## src/rtl/type3_compensator_biquad_pi_defines.svh

```systemverilog
// assertion macros for the type iii compensator block
// no dependencies; included by files that carry concurrent assertions
`ifndef TYPE3_COMPENSATOR_BIQUAD_PI_DEFINES_SVH
`define TYPE3_COMPENSATOR_BIQUAD_PI_DEFINES_SVH

// same-cycle implication, disabled during reset
`define T3C_ASSERT_SAME(lbl, ck, rstn, ante, cons, msg) \
	lbl: assert property (@(posedge ck) disable iff (!rstn) (ante) |-> (cons)) \
		else $error(msg);

// next-cycle implication, disabled during reset
`define T3C_ASSERT_NEXT(lbl, ck, rstn, ante, cons, msg) \
	lbl: assert property (@(posedge ck) disable iff (!rstn) (ante) |=> (cons)) \
		else $error(msg);

`endif

```

## src/rtl/t3c_pkg.sv

```systemverilog
// types, constants and saturation helper for the type iii compensator
// no dependencies; used by the channel interfaces and the top level
`default_nettype none

package t3c_pkg;

	// field widths
	localparam int SAMPLE_W = 24;
	localparam int DRIVE_W = 32;
	localparam int COEF_W = 32;
	localparam int SIG_W = 48;
	localparam int CFG_IDX_W = 8;
	localparam int HALF_W = 24;

	// only the low bits of the q shift are used
	localparam int QMASK = 'h0F;

	// product and accumulator widths: 33 x 25 product, five terms
	localparam int PROD_W = 58;
	localparam int ACC_W = 61;

	// register indexes
	localparam logic [CFG_IDX_W-1:0] REG_COEF_B0 = 8'd0;
	localparam logic [CFG_IDX_W-1:0] REG_COEF_B1 = 8'd1;
	localparam logic [CFG_IDX_W-1:0] REG_COEF_B2 = 8'd2;
	localparam logic [CFG_IDX_W-1:0] REG_COEF_A1 = 8'd3;
	localparam logic [CFG_IDX_W-1:0] REG_COEF_A2 = 8'd4;
	localparam logic [CFG_IDX_W-1:0] REG_GAIN_PROP = 8'd5;
	localparam logic [CFG_IDX_W-1:0] REG_GAIN_INTEG = 8'd6;
	localparam logic [CFG_IDX_W-1:0] REG_GAIN_AW = 8'd7;

	// 48-bit saturation bounds, sign-extended to 64
	localparam logic signed [63:0] S48_MAX_64 = 64'sd140737488355327;
	localparam logic signed [63:0] S48_MIN_64 = -64'sd140737488355328;

	typedef enum logic [3:0] {
		ST_IDLE,
		ST_DIFF,
		ST_MAC,
		ST_DRAIN,
		ST_FIN,
		ST_INT,
		ST_PI,
		ST_LIM,
		ST_SCALE,
		ST_DONE
	} state_t;

	// which sum of products the shared multiplier is working on
	typedef enum logic [1:0] {
		PH_FILT,
		PH_PROP,
		PH_INTG,
		PH_KA
	} phase_t;

	// saturate a 64-bit signed value to 48 bits
	function automatic logic signed [SIG_W-1:0] sat48(input logic signed [63:0] v);
		logic signed [SIG_W-1:0] r;
		if (v > S48_MAX_64) begin
			r = S48_MAX_64[SIG_W-1:0];
		end else if (v < S48_MIN_64) begin
			r = S48_MIN_64[SIG_W-1:0];
		end else begin
			r = v[SIG_W-1:0];
		end
		return r;
	endfunction

endpackage

`default_nettype wire

```

## src/rtl/t3c_if.sv

```systemverilog
// valid/ready channel interfaces: sample word in, drive word out, register write
// depends on t3c_pkg for field widths
`default_nettype none

interface t3c_sample_if;
	import t3c_pkg::*;
	logic valid;
	logic ready;
	logic signed [SAMPLE_W-1:0] reference_value;
	logic signed [SAMPLE_W-1:0] feedback_value;
	modport source(output valid, reference_value, feedback_value, input ready);
	modport sink(input valid, reference_value, feedback_value, output ready);
endinterface

interface t3c_drive_if;
	import t3c_pkg::*;
	logic valid;
	logic ready;
	logic signed [DRIVE_W-1:0] drive_output;
	modport source(output valid, drive_output, input ready);
	modport sink(input valid, drive_output, output ready);
endinterface

interface t3c_cfg_if;
	import t3c_pkg::*;
	logic valid;
	logic ready;
	logic [CFG_IDX_W-1:0] reg_index;
	logic [COEF_W-1:0] wdata;
	modport source(output valid, reg_index, wdata, input ready);
	modport sink(input valid, reg_index, wdata, output ready);
endinterface

`default_nettype wire

```

## src/rtl/type3_compensator_biquad_pi.sv

```systemverilog
// one word is worked on at a time: the sequencer makes 18 passes through the single
// 33x25 multiplier plus finalize, integrator, pi-sum and limit steps before the drive
// word is ready for the output register.
// the sample side is not ready while a word is being worked on; a finished drive
// word waits in the output register. arst_n clears coefficients, filter and pi
// history and the sequencer; register writes are taken at any time.
// depends on t3c_pkg, t3c_if.sv and type3_compensator_biquad_pi_defines.svh
`default_nettype none
`include "type3_compensator_biquad_pi_defines.svh"

module type3_compensator_biquad_pi #(
	parameter int Q_SHIFT = 12,
	parameter logic signed [31:0] KA_GAIN = 32'sd268435456,
	parameter logic signed [47:0] PI_LIMIT_HIGH = 48'sd16777216,
	parameter logic signed [47:0] PI_LIMIT_LOW = -48'sd16777216,
	parameter logic signed [31:0] OUT_LIMIT_HIGH = 32'sd32767,
	parameter logic signed [31:0] OUT_LIMIT_LOW = -32'sd32768
) (
	input wire logic clk,
	input wire logic arst_n,
	t3c_sample_if.sink sample_in,
	t3c_drive_if.source drive_out,
	t3c_cfg_if.sink cfg
);
	import t3c_pkg::*;

	localparam int Q_EFF = Q_SHIFT & QMASK;
	localparam int SHIFT = 24 - Q_EFF;
	localparam logic [48:0] RND_MASK = 49'((64'd1 << SHIFT) - 64'd1);

	// configuration registers
	logic signed [COEF_W-1:0] b0_q, b1_q, b2_q, a1_q, a2_q, kp_q, ki_q, kc_q;

	// sequencer
	state_t state_q, state_d;
	phase_t phase_q;
	logic [2:0] term_q;
	logic half_q;
	logic [2:0] last_term;
	logic last_issue;

	// item and history
	logic signed [SAMPLE_W-1:0] ref_q, fdb_q;
	logic signed [SIG_W-1:0] u_q, in_d1_q, in_d2_q, out_d1_q, out_d2_q;
	logic signed [SIG_W-1:0] y_q, p_q, integ_q, serr_q, pi_q, lim_q, m_q;

	// shared multiplier and accumulators
	logic signed [COEF_W:0] coef_sel;
	logic signed [SIG_W-1:0] samp_sel;
	logic signed [HALF_W:0] op_sel;
	logic signed [PROD_W-1:0] prod_s1;
	logic prod_v_s1, prod_hi_s1;
	logic signed [ACC_W-1:0] hi_acc_q, lo_acc_q;

	// finalize and post-processing
	logic signed [ACC_W:0] mac_tot;
	logic signed [SIG_W-1:0] mac48;
	logic signed [SIG_W-1:0] lim_c;
	logic signed [48:0] scale_ext, scale_shr;
	logic signed [DRIVE_W-1:0] res_c;
	logic signed [DRIVE_W-1:0] res_q;

	// output register
	logic out_v_q;
	logic signed [DRIVE_W-1:0] drive_q;

	// register writes, unknown indexes ignored
	assign cfg.ready = 1'b1;
	always_ff @(posedge clk or negedge arst_n) begin
		if (!arst_n) begin
			b0_q <= '0; b1_q <= '0; b2_q <= '0; a1_q <= '0;
			a2_q <= '0; kp_q <= '0; ki_q <= '0; kc_q <= '0;
		end else if (cfg.valid) begin
			case (cfg.reg_index)
				REG_COEF_B0: b0_q <= cfg.wdata;
				REG_COEF_B1: b1_q <= cfg.wdata;
				REG_COEF_B2: b2_q <= cfg.wdata;
				REG_COEF_A1: a1_q <= cfg.wdata;
				REG_COEF_A2: a2_q <= cfg.wdata;
				REG_GAIN_PROP: kp_q <= cfg.wdata;
				REG_GAIN_INTEG: ki_q <= cfg.wdata;
				REG_GAIN_AW: kc_q <= cfg.wdata;
				default: ;
			endcase
		end
	end

	// operand selection for the shared multiplier
	always_comb begin
		coef_sel = '0;
		samp_sel = '0;
		last_term = 3'd0;
		case (phase_q)
			PH_FILT: begin
				last_term = 3'd4;
				case (term_q)
					3'd0: begin coef_sel = 33'(b0_q); samp_sel = u_q; end
					3'd1: begin coef_sel = 33'(b1_q); samp_sel = in_d1_q; end
					3'd2: begin coef_sel = 33'(b2_q); samp_sel = in_d2_q; end
					3'd3: begin coef_sel = -33'(a1_q); samp_sel = out_d1_q; end
					3'd4: begin coef_sel = -33'(a2_q); samp_sel = out_d2_q; end
					default: ;
				endcase
			end
			PH_PROP: begin
				coef_sel = 33'(kp_q);
				samp_sel = y_q;
			end
			PH_INTG: begin
				last_term = 3'd1;
				if (term_q == 3'd0) begin
					coef_sel = 33'(ki_q);
					samp_sel = y_q;
				end else begin
					coef_sel = 33'(kc_q);
					samp_sel = serr_q;
				end
			end
			PH_KA: begin
				coef_sel = 33'(KA_GAIN);
				samp_sel = lim_q;
			end
			default: ;
		endcase
		// upper half signed, lower half unsigned
		if (!half_q) begin
			op_sel = {samp_sel[SIG_W-1], samp_sel[SIG_W-1:HALF_W]};
		end else begin
			op_sel = {1'b0, samp_sel[HALF_W-1:0]};
		end
	end

	assign last_issue = half_q && (term_q == last_term);

	// exact sum of products, floor shift by 28, saturate
	assign mac_tot = 62'(hi_acc_q) + 62'(lo_acc_q >>> HALF_W);
	assign mac48 = sat48(64'(mac_tot >>> 4));

	// pi limit, high limit tested first
	always_comb begin
		if (pi_q > PI_LIMIT_HIGH) begin
			lim_c = PI_LIMIT_HIGH;
		end else if (pi_q < PI_LIMIT_LOW) begin
			lim_c = PI_LIMIT_LOW;
		end else begin
			lim_c = pi_q;
		end
	end

	// final scaling toward zero and output clamp
	always_comb begin
		scale_ext = 49'(m_q);
		if (m_q[SIG_W-1]) begin
			scale_ext = scale_ext + $signed(RND_MASK);
		end
		scale_shr = scale_ext >>> SHIFT;
		if (scale_shr > 49'(OUT_LIMIT_HIGH)) begin
			res_c = OUT_LIMIT_HIGH;
		end else if (scale_shr < 49'(OUT_LIMIT_LOW)) begin
			res_c = OUT_LIMIT_LOW;
		end else begin
			res_c = scale_shr[DRIVE_W-1:0];
		end
	end

	// state register
	always_ff @(posedge clk or negedge arst_n) begin
		if (!arst_n) begin
			state_q <= ST_IDLE;
		end else begin
			state_q <= state_d;
		end
	end

	// next state and sample-side ready
	always_comb begin
		state_d = state_q;
		sample_in.ready = 1'b0;
		case (state_q)
			ST_IDLE: begin
				sample_in.ready = 1'b1;
				if (sample_in.valid) state_d = ST_DIFF;
			end
			ST_DIFF: state_d = ST_MAC;
			ST_MAC: if (last_issue) state_d = ST_DRAIN;
			ST_DRAIN: state_d = ST_FIN;
			ST_FIN: begin
				case (phase_q)
					PH_INTG: state_d = ST_INT;
					PH_KA: state_d = ST_SCALE;
					default: state_d = ST_MAC;
				endcase
			end
			ST_INT: state_d = ST_PI;
			ST_PI: state_d = ST_LIM;
			ST_LIM: state_d = ST_MAC;
			ST_SCALE: state_d = ST_DONE;
			ST_DONE: if (!out_v_q || drive_out.ready) state_d = ST_IDLE;
			default: state_d = ST_IDLE;
		endcase
	end

	// sequencer counters, multiplier stage and accumulators
	always_ff @(posedge clk or negedge arst_n) begin
		if (!arst_n) begin
			phase_q <= PH_FILT;
			term_q <= '0;
			half_q <= 1'b0;
			prod_v_s1 <= 1'b0;
			prod_hi_s1 <= 1'b0;
			prod_s1 <= '0;
			hi_acc_q <= '0;
			lo_acc_q <= '0;
		end else begin
			prod_v_s1 <= (state_q == ST_MAC);
			if (prod_v_s1) begin
				if (prod_hi_s1) begin
					hi_acc_q <= hi_acc_q + 61'(prod_s1);
				end else begin
					lo_acc_q <= lo_acc_q + 61'(prod_s1);
				end
			end
			case (state_q)
				ST_DIFF: begin
					phase_q <= PH_FILT;
					term_q <= '0;
					half_q <= 1'b0;
				end
				ST_MAC: begin
					prod_s1 <= coef_sel * op_sel;
					prod_hi_s1 <= !half_q;
					half_q <= !half_q;
					if (half_q) term_q <= term_q + 3'd1;
				end
				ST_FIN: begin
					hi_acc_q <= '0;
					lo_acc_q <= '0;
					term_q <= '0;
					half_q <= 1'b0;
					case (phase_q)
						PH_FILT: phase_q <= PH_PROP;
						PH_PROP: phase_q <= PH_INTG;
						default: ;
					endcase
				end
				ST_LIM: phase_q <= PH_KA;
				default: ;
			endcase
		end
	end

	// filter and pi history
	always_ff @(posedge clk or negedge arst_n) begin
		if (!arst_n) begin
			in_d1_q <= '0;
			in_d2_q <= '0;
			out_d1_q <= '0;
			out_d2_q <= '0;
			integ_q <= '0;
			serr_q <= '0;
		end else begin
			case (state_q)
				ST_FIN: begin
					if (phase_q == PH_FILT) begin
						in_d2_q <= in_d1_q;
						in_d1_q <= u_q;
						out_d2_q <= out_d1_q;
						out_d1_q <= mac48;
					end
				end
				ST_INT: integ_q <= sat48(64'(integ_q) + 64'(m_q));
				ST_LIM: serr_q <= sat48(64'(lim_c) - 64'(pi_q));
				default: ;
			endcase
		end
	end

	// per-item working values
	always_ff @(posedge clk) begin
		case (state_q)
			ST_IDLE: begin
				ref_q <= sample_in.reference_value;
				fdb_q <= sample_in.feedback_value;
			end
			ST_DIFF: u_q <= sat48((64'(ref_q) - 64'(fdb_q)) <<< SHIFT);
			ST_FIN: begin
				case (phase_q)
					PH_FILT: y_q <= mac48;
					PH_PROP: p_q <= mac48;
					default: m_q <= mac48;
				endcase
			end
			ST_PI: pi_q <= sat48(64'(p_q) + 64'(integ_q));
			ST_LIM: lim_q <= lim_c;
			ST_SCALE: res_q <= res_c;
			default: ;
		endcase
	end

	// output register, refilled in the cycle its word is taken
	always_ff @(posedge clk or negedge arst_n) begin
		if (!arst_n) begin
			out_v_q <= 1'b0;
		end else if (state_q == ST_DONE && (!out_v_q || drive_out.ready)) begin
			out_v_q <= 1'b1;
		end else if (drive_out.ready) begin
			out_v_q <= 1'b0;
		end
	end

	always_ff @(posedge clk) begin
		if (state_q == ST_DONE && (!out_v_q || drive_out.ready)) begin
			drive_q <= res_q;
		end
	end

	assign drive_out.valid = out_v_q;
	assign drive_out.drive_output = drive_q;

	// checks
	`T3C_ASSERT_NEXT(a_accept_starts, clk, arst_n, sample_in.valid && sample_in.ready,
		state_q == ST_DIFF, "accepted word did not start the sequence")
	`T3C_ASSERT_SAME(a_prod_in_mac, clk, arst_n, prod_v_s1,
		state_q == ST_MAC || state_q == ST_DRAIN, "product pending outside mac steps")
	`T3C_ASSERT_SAME(a_out_from_done, clk, arst_n, $rose(drive_out.valid),
		$past(state_q == ST_DONE), "drive word appeared without a finished item")
	`T3C_ASSERT_NEXT(a_integ_idle, clk, arst_n, state_q == ST_IDLE,
		$stable(integ_q) && $stable(serr_q), "pi history changed while idle")

endmodule

`default_nettype wire
```

## src/flat_wrapper.sv

```systemverilog
// flat-port wrapper written by rule: the top's interface ports become plain ports
module type3_compensator_biquad_pi_flat import t3c_pkg::*;
#(
	parameter int Q_SHIFT = 12,
	parameter logic signed [31:0] KA_GAIN = 32'sd268435456,
	parameter logic signed [47:0] PI_LIMIT_HIGH = 48'sd16777216,
	parameter logic signed [47:0] PI_LIMIT_LOW = -48'sd16777216,
	parameter logic signed [31:0] OUT_LIMIT_HIGH = 32'sd32767,
	parameter logic signed [31:0] OUT_LIMIT_LOW = -32'sd32768
)
  (clk, arst_n, sample_in_valid, sample_in_reference_value, sample_in_feedback_value, sample_in_ready, drive_out_valid, drive_out_drive_output, drive_out_ready, cfg_valid, cfg_reg_index, cfg_wdata, cfg_ready);
  t3c_sample_if sample_in_i ();
  t3c_drive_if drive_out_i ();
  t3c_cfg_if cfg_i ();
  input wire logic clk;
  input wire logic arst_n;
  input wire logic [$bits(sample_in_i.valid)-1:0] sample_in_valid;
  input wire logic [$bits(sample_in_i.reference_value)-1:0] sample_in_reference_value;
  input wire logic [$bits(sample_in_i.feedback_value)-1:0] sample_in_feedback_value;
  output wire logic [$bits(sample_in_i.ready)-1:0] sample_in_ready;
  output wire logic [$bits(drive_out_i.valid)-1:0] drive_out_valid;
  output wire logic [$bits(drive_out_i.drive_output)-1:0] drive_out_drive_output;
  input wire logic [$bits(drive_out_i.ready)-1:0] drive_out_ready;
  input wire logic [$bits(cfg_i.valid)-1:0] cfg_valid;
  input wire logic [$bits(cfg_i.reg_index)-1:0] cfg_reg_index;
  input wire logic [$bits(cfg_i.wdata)-1:0] cfg_wdata;
  output wire logic [$bits(cfg_i.ready)-1:0] cfg_ready;
  assign sample_in_i.valid = sample_in_valid;
  assign sample_in_i.reference_value = sample_in_reference_value;
  assign sample_in_i.feedback_value = sample_in_feedback_value;
  assign sample_in_ready = sample_in_i.ready;
  assign drive_out_valid = drive_out_i.valid;
  assign drive_out_drive_output = drive_out_i.drive_output;
  assign drive_out_i.ready = drive_out_ready;
  assign cfg_i.valid = cfg_valid;
  assign cfg_i.reg_index = cfg_reg_index;
  assign cfg_i.wdata = cfg_wdata;
  assign cfg_ready = cfg_i.ready;
  type3_compensator_biquad_pi #(.Q_SHIFT(Q_SHIFT), .KA_GAIN(KA_GAIN), .PI_LIMIT_HIGH(PI_LIMIT_HIGH), .PI_LIMIT_LOW(PI_LIMIT_LOW), .OUT_LIMIT_HIGH(OUT_LIMIT_HIGH), .OUT_LIMIT_LOW(OUT_LIMIT_LOW)) u_core (.clk(clk), .arst_n(arst_n), .sample_in(sample_in_i), .drive_out(drive_out_i), .cfg(cfg_i));
endmodule
```

## config.mk

```make
export PLATFORM = sky130hd
export DESIGN_NAME = type3_compensator_biquad_pi_flat
export DESIGN_NICKNAME = d
export VERILOG_FILES = /design/src/rtl/t3c_pkg.sv /design/src/rtl/t3c_if.sv /design/src/rtl/type3_compensator_biquad_pi.sv /design/src/flat_wrapper.sv
export VERILOG_INCLUDE_DIRS = /design/src /design/src/rtl
export SDC_FILE = /design/constraint.sdc
export NUM_CORES = 2
export LEC_CHECK = 0
export BUFFER_PORTS_ARGS = -buffer_cell sky130_fd_sc_hd__buf_4
export CAP_MARGIN = 5
export CELL_PAD_IN_SITES_DETAIL_PLACEMENT = 0
export CELL_PAD_IN_SITES_GLOBAL_PLACEMENT = 1
export CORE_MARGIN = 2
export CORE_UTILIZATION = 43
export DETAILED_ROUTE_END_ITERATION = 10
export PLACE_DENSITY = 0.74
export SYNTH_ARGS = -nofsm -noshare
export SYNTH_HDL_FRONTEND = slang
export SYNTH_SLANG_ARGS = --single-unit
```

## constraint.sdc

```tcl
create_clock -name clk -period 20 [get_ports clk]
set_input_delay 4 -clock clk [delete_from_list [all_inputs] [get_ports clk]]
set_output_delay 4 -clock clk [all_outputs]
set_load 0.005 [all_outputs]
```

After elaboration in Yosys (flattened, before gate mapping)
Index checks and enable logic that the tools add are counted.
{"block": "classes", "addsub": 11, "mul": 1, "n_lt_le_gt_ge": 14, "eq_ne": 30, "n_mux": 39, "bitwise_logic": 1, "n_reduce_logical": 33}
{"operator": "$mux 48", "count": 11}
{"operator": "$mux 61", "count": 6}
{"operator": "$gt 64x48->1 const B", "count": 4}
{"operator": "$lt 64x48->1 const B", "count": 4}
{"operator": "$pmux 48 s5", "count": 1}
{"operator": "$pmux 48 s4", "count": 1}
{"operator": "$pmux 33 s5", "count": 1}
{"operator": "$pmux 33 s4", "count": 1}
{"operator": "$add 61x58->61", "count": 2}
{"operator": "$add 48x48->49", "count": 2}
{"operator": "$neg 32->33", "count": 2}
{"operator": "$add 61x37->62", "count": 1}
{"operator": "$gt 58x48->1 const B", "count": 1}
{"operator": "$lt 58x48->1 const B", "count": 1}
{"operator": "$mul 33x25->58", "count": 1}
{"operator": "$add 48x13->49 const B", "count": 1}
{"operator": "$mux 49", "count": 1}
{"operator": "$sub 48x48->49", "count": 1}
{"operator": "$gt 48x26->1 const B", "count": 1}
{"operator": "$lt 48x25->1 const B", "count": 1}
{"operator": "$gt 37x16->1 const B", "count": 1}
{"operator": "$lt 37x16->1 const B", "count": 1}
{"operator": "$pmux 4 s9", "count": 1}
{"operator": "$mux 33", "count": 1}
{"operator": "41 further kinds", "count": 81}
{"block": "word_totals", "register_bits": 1137, "out_inout_bits": 35, "word_cells": 163}

Longest topological paths before layout
{"block": "logic_depth", "word_depth": 7, "mapped_depth": 43}

Least setup slack after synthesis
No wires, ideal clock.
{"block": "synth_path", "path_kind": "flip-flop to flip-flop", "start": "register u_core.a1_q[2]", "end": "register u_core.prod_s1[57]", "setup_time_ns": 0.134, "arrival_ns": 10.166, "t_required_ns": 19.866, "path_slack_ns": 9.700, "stages_incl_launch_ff": 40, "n_path_buf": 1, "cell_sequence": "dfrtp_1 > or3_1 > nor3_2 > nand2_1 > or3_1 > or4_1 > or3_1 > or3_1 > nand3_1 > nand3_1 > a31o_2 > a221oi_1 > clkbuf_1 > nor2_1 > fa_1 > fa_1 > inv_1 > fa_1 > [... 4 more ...] > inv_1 > fa_1 > inv_1 > ha_1 > and3_1 > and2_1 > nand3_1 > nor2_1 > a221oi_1 > o2111ai_1 > a31oi_1 > o31ai_1 > a31oi_1 > or4b_2 > nand3_1 > a31oi_1 > xnor2_1 > o21ai_0"}
{"block": "synth_via", "elab_chain_len": 4}
{"item": "start, declared", "line_no": "type3_compensator_biquad_pi.sv:32", "text": "logic signed [COEF_W-1:0] b0_q, b1_q, b2_q, a1_q, a2_q, kp_q, ki_q, kc_q;"}
{"item": "start signal, assigned", "line_no": "type3_compensator_biquad_pi.sv:78", "text": "REG_COEF_A1: a1_q <= cfg.wdata;"}
{"item": "$neg 32->33", "line_no": "type3_compensator_biquad_pi.sv:100", "text": "3'd3: begin coef_sel = -33'(a1_q); samp_sel = out_d1_q; end"}
{"item": "$pmux 33 s5", "line_no": "type3_compensator_biquad_pi.sv:96", "text": "case (term_q)"}
{"item": "$pmux 33 s4", "line_no": "type3_compensator_biquad_pi.sv:93", "text": "case (phase_q)"}
{"item": "$mul 33x25->58", "line_no": "type3_compensator_biquad_pi.sv:230", "text": "prod_s1 <= coef_sel * op_sel;"}
{"item": "end signal, assigned", "line_no": "type3_compensator_biquad_pi.sv:230"}
{"item": "end, declared", "line_no": "type3_compensator_biquad_pi.sv:51", "text": "logic signed [PROD_W-1:0] prod_s1;"}
No other way between the ends.
A chain may end at the register's enable or synchronous reset.

Final worst setup path
{"block": "layout_path", "start": "register u_core.term_q[0]", "end": "register u_core.prod_s1[57]"}
{"block": "layout_via", "elab_chain_len": 5, "elab_cells_between_ends": 13}
{"item": "start, declared", "line_no": "type3_compensator_biquad_pi.sv:37", "text": "logic [2:0] term_q;"}
{"item": "start signal, assigned", "line_no": "type3_compensator_biquad_pi.sv:233", "text": "if (half_q) term_q <= term_q + 3'd1;"}
{"item": "$eq 3x3->1 (tied with other cells)", "line_no": "type3_compensator_biquad_pi.sv:96"}
{"item": "$pmux 48 s5 / $mux 48 (equally long branches)", "line_no": "type3_compensator_biquad_pi.sv:96, type3_compensator_biquad_pi.sv:111"}
{"item": "$pmux 48 s4", "line_no": "type3_compensator_biquad_pi.sv:93"}
{"item": "$mux 25", "line_no": "type3_compensator_biquad_pi.sv:126", "text": "if (!half_q) begin"}
{"item": "$mul 33x25->58 *", "line_no": "type3_compensator_biquad_pi.sv:230"}
Every way passes the cells marked *; elsewhere a longest branch is shown, timed or not.

==> impl_metrics.ini <==
[floorplanning]
rows = 168
die_h_um = 463
ios = 128
dieArea_um2 = 214000
die_w_um = 463
core_um2 = 210000
start_util = 0.432

[finish]
drive_gt1_frac = 0.0903
reg_top3 = u_core.hi_acc_q: 61 flops, u_core.lo_acc_q: 61 flops, u_core.prod_s1: 58 flops
synthToLayoutAreaGrowth_pct = 9.40
postLayoutCoreUtil = 0.473
final_nets = 11000

[global_routing]
grt.total_usage = 0.272
overflow = 0
grt_max_degree = 154
grt_pass1_wl_um = 450000
grt_pass1_vias = 72400
antenna_found_initial = 15

[logic_synthesis]
synth_cells = 9658
avgSynthCellArea_um2 = 9.38
yosys_warnings = 0
synth_top_area_cell = dfrtp_1
yosysUniqueCellTypes = 86
synth-seq-cells = 1068
ys.flop_type = dfrtp_1
postSynthNetCount = 11100
synth_edf_count = 377
synth_area_leaders = dfrtp_1 (19%), fa_1 (19%), edfxtp_1 (12%), ha_1 (7.1%), nand2_1 (5.6%)
syn_area_um2 = 90600
async_flop_share = 0.647
synth_top_area_frac = 0.191
seq_area_frac_synth = 0.316

[setup_path]
crit_path_end_kind = flip-flop
reg2reg_setup_slack_ps = 7200
cp.required_ps = 20600
start_kind = flip-flop
r2r_cells = 40
path_max_fanout = 48
startpoint = u_core.term_q[0]$_DFFE_PN0P_
max_stage_delay_ps = 930
timing.rr.start = u_core.term_q[0]$_DFFE_PN0P_
path_class = reg2reg
cp_slowest_cell = ha_1
cp_data_arrival_time_ps = 13400

[run]
cap_viol_max_count = 0

[routing]
wl_um = 292000
antenna_left = 0
wire_per_inst_um = 23.4
vias_per_cell = 5.72
firstDrtPassIters = 6
drt-initial-drc-count = 6654
vias = 71500
drc = 0

[placed_design]
dp_hpwl_um = 220000
port-buffer-count = 126
gp_congestion = 0.922
dp_slack_ps = 7340

[cts]
clockBufferDepth = 3
cts_sinks = 1068
cts_setup_buffers = 0
cts_buffers = 120
post_cts_resized = 0
path_clk_slew_ps = 60
cts_hold_buf = 0
cts_tree = built
htreeDepth = 3
clock_latency_ps = 800
root_buffer = clkbuf_16

[sta]
slew_headroom = 0.177
setup_viol = 0
fin_ws_ps = 7200
hold_viol_final = 0
timing.setup.tns_ps = 0
tightest_slew_ps = 1220
max_freq_ghz = 0.0781
rsz0062_at_grt = false
whs_ps = 417
finalCritPeriodShare = 0.640
finalClockSkew_ps = 110
post-route-min-period_ps = 12800
report.final.slew_viol_count = 0

[status]
status = completed

[min_path]
hold_path_startpoint = u_core.res_q[29]$_SDFFCE_PN0P_
hold_path_class = reg2reg
holdPathStages = 0
[stage by stage]
step / cell area (um2) / instances
after global routing: 99100 / 12500
after CTS: 99100 / 12500
after floorplan: 90600 / 9658
after detailed placement: 94900 / 12300
after global placement: 94800 / 12300
final: 99100 / 12500
[logic make-up after synthesis]
| kind of cell | synth area share |
|---|---|
| flops | 0.316 |
| simple gates | 0.138 |
| buf+inv | 0.0654 |
| fa+ha+maj | 0.258 |
| other cells | 0.0000414 |
| mux | 0.0327 |
| xor+xnor | 0.0414 |
| compound gates | 0.148 |
[path summary, 6_finish.rpt]
path / end
max in group asynchronous: u_core.b2_q[27]$_DFFE_PN0P_
min in group asynchronous: u_core.integ_q[24]$_DFFE_PN0P_
worst max register to register: u_core.prod_s1[57]$_DFFE_PN0P_
worst min-delay path: u_core.drive_out.drive_output[29]$_DFFE_PP_
worst min register to register: u_core.drive_out.drive_output[29]$_DFFE_PP_
worst max-delay path: u_core.prod_s1[57]$_DFFE_PN0P_
[layout make-up]
| class | count | area, um2 |
|---|---|---|
| repair buffers | 259 | 1970 |
| fillers | 19800 | 110000 |
| multi-input cells | 7029 | 56600 |
| flip-flops and latches | 1068 | 28600 |
| clock inverters | 66 | 863 |
| inverters | 1096 | 4120 |
| diodes | 11 | 27.5 |
| well taps | 2805 | 3510 |
| clock buffers | 162 | 3360 |
[routing by layer]
metal,GRT usage,part of all wire
met5,0,0
met4,0.0848,0.034
met3,0.0558,0.081
met2,0.418,0.45
met1,0.385,0.44
[cell usage after synthesis (56+ instances only)]
cell type	instances
a211oi_1	63
a21o_1	226
a21oi_1	634
a221oi_1	59
a22oi_1	81
and2_1	60
clkbuf_1	396
dfrtp_1	691
edfxtp_1	377
fa_1	848
ha_1	513
inv_1	1094
mux2_2	255
nand2_1	1342
nand2b_1	124
nand3_1	135
nand4_1	58
nor2_1	763
nor2b_1	84
nor3_1	91
o21a_1	56
o21ai_0	458
o31ai_1	72
xnor2_1	262
xor2_1	166
[critical path: cells and delay by family (launching register included)]
kind                       cells  cell delay (ps)
xor gates and xnor gates       1              140
buffers and inverters          9             1820
adders and majority gates      9             5000
AOI/OAI and AO/OA             13             3340
and+or+nand+nor                8             1860
DFF                            1              420
[cell usage in the layout (no fill, tap or decap), types with 123 or more instances in the layout]
| master | n |
|---|---|
| a21o_1 | 226 |
| a21oi_1 | 633 |
| buf_4 | 256 |
| dfrtp_1 | 689 |
| edfxtp_1 | 377 |
| fa_1 | 848 |
| ha_1 | 512 |
| inv_1 | 1093 |
| mux2_2 | 255 |
| nand2_1 | 1339 |
| nand2b_1 | 123 |
| nand3_1 | 134 |
| nor2_1 | 753 |
| o21ai_0 | 448 |
| xnor2_1 | 262 |
| xor2_1 | 166 |
Power is not shown: default switching activity piles up to over one toggle a cycle in this logic, so the estimate is an artifact.
